<file path="src/hw/rtl/dsf_pkg.sv">
package dsf_pkg;

  localparam int MAX_SIDE  = 64;
  localparam int SIDE_W    = $clog2(MAX_SIDE + 1);
  localparam int POS_W     = $clog2(MAX_SIDE);
  localparam int ADDR_W    = 2 * POS_W;
  localparam int DEPTH     = MAX_SIDE * MAX_SIDE;
  localparam int HEIGHT_W  = 8;
  localparam int WEIGHT_W  = 9;
  localparam int CMD_W     = 2;
  localparam int CFG_IDX_W = 1;
  localparam int CFG_W     = WEIGHT_W;

  localparam logic [WEIGHT_W-1:0] WEIGHT_ONE   = WEIGHT_W'(256);
  localparam logic [WEIGHT_W-1:0] WEIGHT_RESET = WEIGHT_W'(128);
  localparam logic [SIDE_W-1:0]   SIDE_MIN     = SIDE_W'(2);
  localparam logic [SIDE_W-1:0]   SIDE_MAX     = SIDE_W'(MAX_SIDE);
  localparam logic [SIDE_W-1:0]   SIDE_RESET   = SIDE_W'(MAX_SIDE);

  localparam logic [CFG_IDX_W-1:0] REG_WEIGHT = 1'b0;
  localparam logic [CFG_IDX_W-1:0] REG_SIDE   = 1'b1;

  localparam logic [CMD_W-1:0] CMD_WR   = 2'd0;
  localparam logic [CMD_W-1:0] CMD_FILT = 2'd1;
  localparam logic [CMD_W-1:0] CMD_RD   = 2'd2;
  localparam logic [CMD_W-1:0] CMD_NOP  = 2'd3;

  typedef struct packed {
    logic [CMD_W-1:0]    cmd;
    logic [ADDR_W-1:0]   cell_index;
    logic [HEIGHT_W-1:0] height_in;
  } dsf_in_t;

  typedef struct packed {
    logic [HEIGHT_W-1:0] height_out;
    logic                filter_done;
  } dsf_out_t;

endpackage

</file>
<file path="src/hw/rtl/dsf_blend.sv">
module dsf_blend
  import dsf_pkg::*;
(
  input  logic [WEIGHT_W-1:0] weight,
  input  logic [HEIGHT_W-1:0] prev,
  input  logic [HEIGHT_W-1:0] cur,
  output logic [HEIGHT_W-1:0] result
);

  // The blend is rewritten as cur + floor(weight * (prev - cur) / 256).
  logic signed [HEIGHT_W:0]              diff;
  logic signed [WEIGHT_W+HEIGHT_W+1:0]   prod;

  always_comb begin
    diff   = $signed({1'b0, prev}) - $signed({1'b0, cur});
    prod   = $signed({1'b0, weight}) * diff;
    result = cur + prod[HEIGHT_W+7:8];
  end

endmodule

</file>
<file path="config.mk">
export PLATFORM = sky130hd
export DESIGN_NAME = dsf_blend
export DESIGN_NICKNAME = d
export VERILOG_FILES = /design/src/hw/rtl/dsf_pkg.sv /design/src/hw/rtl/dsf_blend.sv
export SDC_FILE = /design/constraint.sdc
export NUM_CORES = 1
export LEC_CHECK = 0
export BUFFER_PORTS_ARGS = -buffer_cell sky130_fd_sc_hd__buf_4
export CORE_MARGIN = 2
export CORE_UTILIZATION = 41
export DETAILED_ROUTE_END_ITERATION = 10
export PLACE_DENSITY = 0.59
export SLEW_MARGIN = 15
export SYNTH_ARGS = -nofsm -noshare
export SYNTH_HDL_FRONTEND = slang
export SYNTH_SLANG_ARGS = --single-unit
</file>
<file path="constraint.sdc">
create_clock -name vclk -period 11.1
set_input_delay 2.22 -clock vclk [all_inputs]
set_output_delay 2.22 -clock vclk [all_outputs]
set_load 0.03 [all_outputs]
</file>
==> results of run 1 <==
## layout make-up
type,count,area (um2),area share [%]
Inverter,63,239,6.35
Multi-Input combinational cell,266,2810,74.8
Tap cell,96,120,3.19
Timing Repair Buffer,76,589,15.7
## cell usage after synthesis
library cell / count
a21oi_1: 12
nand4_1: 1
or3_1: 1
nor2b_1: 7
inv_2: 1
o21ai_1: 6
nand2b_1: 12
and2_1: 34
nor4_4: 1
clkbuf_1: 1
nand2b_2: 1
fa_1: 51
o21a_1: 5
xnor3_1: 2
o41a_4: 1
a21boi_1: 1
or3_4: 1
nor2_1: 19
nor2_2: 1
nand3_1: 2
xnor2_1: 17
nor3_1: 3
o21ai_2: 1
o41ai_1: 1
o21ai_0: 2
xor2_1: 3
nand2_1: 23
or2_1: 3
a21o_1: 2
inv_1: 62
ha_1: 51
o21bai_1: 2
## metal layers
layer	GRT usage (%)	part of all wire (%)	vias to the layer above	wire length, um
met3	0	1.6	2	105
met2	30.4	49	30	3220
met1	26.4	49	1154	3210
met4	0.689	0.34	0	22
li1	-	-	1179	-
met5	0	0	-	0
## through the flow
step | setup WS (ps) | util, %
after global placement | -154 | 52.6
after CTS | 14.2 | 53.2
after floorplan | 4.25 | -
after detailed placement | -339 | 52.6
final | 143 | 54.8
after global routing | -198 | 54.8
## critical path, delay by kind of cell
kind | cells | cell delay, ps
compound gates | 9 | 1150
xor+xnor | 4 | 740
buf+inv | 5 | 440
fa+ha+maj | 9 | 3590
simple gates | 5 | 600
## path summary, 6_finish.rpt
| path | startpoint | endpoint | slack, ps | depth (start not counted) |
|---|---|---|---|---|
| max | prev[0] | result[7] | 140 | 32 |
| min | cur[0] | result[0] | 4900 | 4 |
## logic make-up (layout without fill, tap and decap cells)
| family | Yosys count | after routing |
|---|---|---|
| buf+inv | 64 | 139 |
| simple gates | 109 | 109 |
| xor+xnor | 22 | 22 |
| fa+ha+maj | 102 | 102 |
| compound gates | 33 | 33 |
## timing repair
item | in CTS | in global routing
pin swaps | 18 | 30
buffers inserted | 2 | 2
setup endpoints to repair | 1 | 2
resized for setup | 9 | 23
==> flow_summary.json, run 1 <==
{
  "synth_xor_area_share_pct": 7.52,
  "syn_area_per_cell_um2": 8.87,
  "fillers": 641,
  "worstPathArrival_ps": 8740,
  "slew_violations": 0,
  "postCtsHoldBufs": 0,
  "n_sequential_cell": 0,
  "synthAdderAreaFrac_pct": 56.7,
  "rows": 30,
  "path_class": "in2out",
  "grt_pass1_vias": 2368,
  "vias": 2365,
  "die_h_um": 88.5,
  "synth-compound-area-share_pct": 7.31,
  "min_period_ps": 10960,
  "num_antenna_cells": 0,
  "end_kind": "output port",
  "dp_cells": 497,
  "clock_buffers": 0,
  "wl_um": 6560,
  "grt_max_degree": 10,
  "drv_cap": 0,
  "finalNonFillerCells": 501,
  "synth-simple-area-share_pct": 20.3,
  "overflow": 0,
  "period_share_pct": 98.7,
  "cp_slowest_stage_delay_ps": 550,
  "syn_nets": 457,
  "antenna_found_initial": 0,
  "maxSlewHeadroom_pct": 67.5,
  "syn_to_final_growth_pct": 28.5,
  "crit_fanout": 4,
  "drive_above_1_share_pct": 27.4,
  "fin_area_um2": 3760,
  "synth_area_leaders": "fa_1 (35%), ha_1 (22%), inv_1 (8.0%)",
  "grt_util_all_layers_pct": 17.6,
  "vias_per_cell": 4.72,
  "globalplace.congestion": 0.836,
  "initial_core_util_pct": 42.6,
  "synth_top_area_share_pct": 34.9,
  "die_x_um": 88.5,
  "synth_top_family_by_area": "adder cells",
  "num-nets-final": 534,
  "worst_pin_slew_ps": 483,
  "netlist_area_um2": 2930,
  "cp.required_ps": 8880,
  "postRouteAntennaNets": 0,
  "whs_ps": 4900,
  "synth-seq-area-share_pct": 0,
  "cp_common_cell": "fa_1",
  "hold_path.class": "in2out",
  "synth_top_area_cell": "fa_1",
  "synth_warnings": 0,
  "io_pins": 33,
  "outcome": "completed",
  "ys_types": 32,
  "setup_violations": 0,
  "grt_pass1_wl_um": 10900,
  "port_buffers": 33,
  "startpoint_type": "primary input",
  "setup_tns_ps": 0,
  "dpl_cell_area_um2": 3610,
  "hold_viol_final": 0,
  "synth.area.mux_share_pct": 0,
  "drc": 0,
  "final_common_cell": "buf_4",
  "hpwl_um": 5530,
  "regArea_um2": 0,
  "first_pass_iters": 4,
  "die_area_um2": 7830,
  "core_um2": 6870,
  "fmax_ghz": 0.0913,
  "netlist_instances": 330,
  "rsz0062_at_grt": "true",
  "slowest_stage": "fa_1",
  "final_cell_mix": "buf_4 (71), inv_1 (60), fa_1 (50)",
  "wl_per_cell_um": 13.1,
  "drt-initial-drc-count": 91
}
Power of run 1 is not shown: default switching activity piles up to over one toggle a cycle in this logic, so the estimate is an artifact.
==> run 2, diff against run 1 <==
--- a/config.mk
+++ b/config.mk
@@ -8,3 +8,2 @@
 export BUFFER_PORTS_ARGS = -buffer_cell sky130_fd_sc_hd__buf_4
-export CORE_MARGIN = 2
 export CORE_UTILIZATION = 41
@@ -12,3 +11,3 @@
 export PLACE_DENSITY = 0.59
-export SLEW_MARGIN = 15
+export SLEW_MARGIN = 20
 export SYNTH_ARGS = -nofsm -noshare
==> constraint.sdc (replaced) <==
create_clock -name vclk -period 11.1
set_input_delay 2.22 -clock vclk [all_inputs]
set_output_delay 2.22 -clock vclk [all_outputs]
set_load 0.01 [all_outputs]
==> run 2 against run 1 <==
- die area down 4.5%
- design area down 3.5%
- via count is 2.7% lower
- global-route usage increased by 1.3 points
- sequential share of layout area unchanged
- worst hold slack worse by 37 ps
- first-iteration DRC count down 29%
- critical path type unchanged
==> flow_summary.json, run 2 (synthesized netlist as in run 1, its figures left out) <==
{
  "whs_path_depth": 4,
  "startpoint_type": "primary input",
  "fillers": 722,
  "crit_fanout": 8,
  "wl_per_cell_um": 13.2,
  "cp_slowest_stage_delay_ps": 520,
  "drc": 0,
  "outcome": "completed",
  "io_pins": 33,
  "num_antenna_cells": 0,
  "rows": 30,
  "hold_end": "result[0]",
  "final_util_pct": 53.2,
  "fmax_ghz": 0.0914,
  "end_kind": "output port",
  "period_share_pct": 98.6,
  "syn_to_final_growth_pct": 24.1,
  "hold_start": "cur[0]",
  "hold_path.class": "in2out",
  "vias": 2300,
  "final_common_cell": "buf_4",
  "die_x_um": 86.5,
  "final_cell_mix": "buf_4 (66), inv_1 (60), fa_1 (49), ha_1 (49), and2_1 (33)",
  "globalplace.congestion": 0.776,
  "n_sequential_cell": 0,
  "grt_max_degree": 10,
  "overflow": 0,
  "port_buffers": 33,
  "slowest_stage": "fa_1",
  "finalNonFillerCells": 492,
  "initial_core_util_pct": 42.8,
  "path_class": "in2out",
  "worst_pin_slew_ps": 498,
  "setup_tns_ps": 0,
  "maxSlewHeadroom_pct": 66.6,
  "postRouteAntennaNets": 0,
  "fin_area_um2": 3630,
  "slew_violations": 0,
  "regArea_um2": 0,
  "drv_cap": 0,
  "dpl_cell_area_um2": 3560,
  "cp.required_ps": 8880,
  "setup_violations": 0,
  "grt_pass1_vias": 2456,
  "drt-initial-drc-count": 65,
  "antenna_found_initial": 0,
  "dp_cells": 490,
  "num-nets-final": 525,
  "first_pass_iters": 4,
  "core_um2": 6830,
  "wl_um": 6520,
  "die_h_um": 86.5,
  "rsz0062_at_grt": "true",
  "worstPathArrival_ps": 8730,
  "hold_viol_final": 0,
  "clock_buffers": 0,
  "die_area_um2": 7480,
  "hpwl_um": 5570,
  "cp_common_cell": "fa_1",
  "grt_util_all_layers_pct": 18.9,
  "vias_per_cell": 4.67,
  "min_period_ps": 10950,
  "drive_above_1_share_pct": 24.0,
  "grt_pass1_wl_um": 11200
}
run 2: cell types whose count changed in the layout (fill, tap and decap cells not counted), sizes merged:
cell  change
buf       -9
run 2: worst max-delay path: cells and delay by family:
family,cells,cell delay [ps]
adder cells (fa/ha/maj),9,3450
AO/OA/AOI/OAI,10,1360
XOR/XNOR,4,700
AND/OR/NAND/NOR,5,570
buffers and inverters,4,430
run 2: worst max-delay path by stage:
stage	slack [ps]	start	cells after the start	endpoint
global placement	-90	prev[0]	32	result[7]
global route	-230	prev[0]	31	result[7]
finish	150	prev[0]	32	result[7]
detailed placement	-170	prev[0]	32	result[7]
floorplan	80	prev[0]	30	result[7]
CTS	8	prev[0]	32	result[7]
run 2: area by class of cell:
class	instances	area, um2	area share (%)
Multi-Input combinational cell	266	2770	76.2
Timing Repair Buffer	67	507	14.0
Tap cell	96	120	3.31
Inverter	63	236	6.51
run 2: repair_timing:
item / 4_1_cts / 5_1_grt
gates resized for setup: 1 / 17
pin swaps: 4 / 14
endpoints found under the hold margin: 0 / 0
setup endpoints to repair: 1 / 3
setup buffers: 1 / 1
hold buffers: 0 / 0
run 2: metal layers:
metal	global-route usage [%]	part of all wire, %	vias to the layer above	wire length, um
met4	0	0	0	0
met1	25.5	47	1109	3060
met2	35.7	51	28	3330
li1	-	-	1163	-
met3	0.762	2.0	0	128
met5	0	0	-	0
run 2: per-stage QoR:
step / hold slack, ps / setup WS [ps]
after floorplan: 4590 / 76.1
after global placement: 4850 / -89.3
after detailed placement: 4860 / -173
after CTS: 4860 / 8.09
after global routing: 4890 / -226
final: 4860 / 155
Power of run 2 is left out for the same reason.
==> run 3, diff against run 2 <==
- CORE_ASPECT_RATIO: not set -> 0.7
==> run 3 against run 2 <==
- sequential share of layout area unchanged
- non-clock buffer count up 8
- first-iteration DRC count down 6.2%
- count of clock-buffer cells in the layout unchanged
- flip-flop and latch count unchanged
- wire length up 2.5%
- design area up 3.4%
- critical endpoint unchanged
==> flow_summary.json, run 3 (synthesized netlist as in run 1, its figures left out) <==
{
  "setup_tns_ps": 0,
  "vias": 2323,
  "num-nets-final": 533,
  "wl_per_cell_um": 13.4,
  "globalplace.congestion": 0.793,
  "path_class": "in2out",
  "cp_common_cell": "fa_1",
  "min_period_ps": 11040,
  "postCtsHoldBufs": 0,
  "end_kind": "output port",
  "worstPathArrival_ps": 8820,
  "port_buffers": 33,
  "antenna_found_initial": 0,
  "regArea_um2": 0,
  "wl_um": 6680,
  "period_share_pct": 99.5,
  "n_sequential_cell": 0,
  "hold_path.class": "in2out",
  "slew_violations": 0,
  "maxSlewHeadroom_pct": 77.0,
  "worstSetupStartpoint": "cur[1]",
  "postRouteAntennaNets": 0,
  "setup_violations": 0,
  "num_antenna_cells": 0,
  "die_area_um2": 7490,
  "hold_start": "cur[0]",
  "final_util_pct": 55.0,
  "cp_slowest_stage_delay_ps": 530,
  "worst_pin_slew_ps": 343,
  "grt_util_all_layers_pct": 19.5,
  "startpoint_type": "primary input",
  "core_um2": 6820,
  "initial_core_util_pct": 42.9,
  "die_h_um": 72.7,
  "rows": 25,
  "syn_to_final_growth_pct": 28.3,
  "fmax_ghz": 0.0906,
  "grt_max_degree": 10,
  "hold_viol_final": 0,
  "final_cell_mix": "buf_4 (70), inv_1 (60), fa_1 (49)",
  "die_x_um": 103,
  "rsz0062_at_grt": "true",
  "grt_pass1_vias": 2417,
  "drv_cap": 0,
  "dpl_cell_area_um2": 3580,
  "outcome": "completed",
  "fin_area_um2": 3750,
  "slowest_stage": "fa_1",
  "overflow": 0,
  "vias_per_cell": 4.66,
  "clock_buffers": 0,
  "grt_pass1_wl_um": 11500,
  "cp.required_ps": 8880,
  "final_common_cell": "buf_4",
  "crit_fanout": 5,
  "io_pins": 33,
  "hpwl_um": 5790,
  "drc": 0,
  "drt-initial-drc-count": 61,
  "first_pass_iters": 4,
  "drive_above_1_share_pct": 26.7
}
## run 3: path summary, 6_finish.rpt
kind | to | slack [ps] | depth (start not counted)
max | result[7] | 60 | 32
min | result[0] | 4850 | 4
## run 3: worst max-delay path, delay by kind of cell
family	cells	cell delay, ps
xor+xnor	4	690
simple gates	7	790
compound gates	7	1350
fa+ha+maj	8	3280
buf+inv	6	480
## run 3: timing repair
item | CTS | global route
pin swaps | 22 | 20
endpoints found under the setup margin | 1 | 2
gates resized for setup | 15 | 16
setup buffers | 5 | 1
cloned | 0 | 0
## run 3: area by class of cell
cell class | instances | area (um2)
well taps | 94 | 118
inverters | 63 | 239
repair buffers | 75 | 582
fillers | 657 | 3070
multi-input cells | 266 | 2820
## run 3: layer usage
| layer | share of wire (%) | GRT usage (%) | wire length [um] | vias to the layer above |
|---|---|---|---|---|
| li1 | - | - | - | 1183 |
| met1 | 58 | 32.1 | 3870 | 1098 |
| met5 | 0 | 0 | 0 | - |
| met3 | 2.8 | 0.479 | 185 | 0 |
| met2 | 39 | 30.1 | 2620 | 42 |
| met4 | 0 | 0 | 0 | 0 |
## run 3: per-stage QoR
stage / hold WS (ps) / setup slack, ps / cells
2_1_floorplan: 4590 / 76.1 / 330
3_3_place_gp: 4850 / -268 / 492
3_5_place_dp: 4860 / -329 / 492
4_1_cts: 4880 / 7.51 / 497
6_report: 4850 / 56.8 / 498
5_1_grt: 4880 / -251 / 498
Power of run 3 is left out for the same reason.
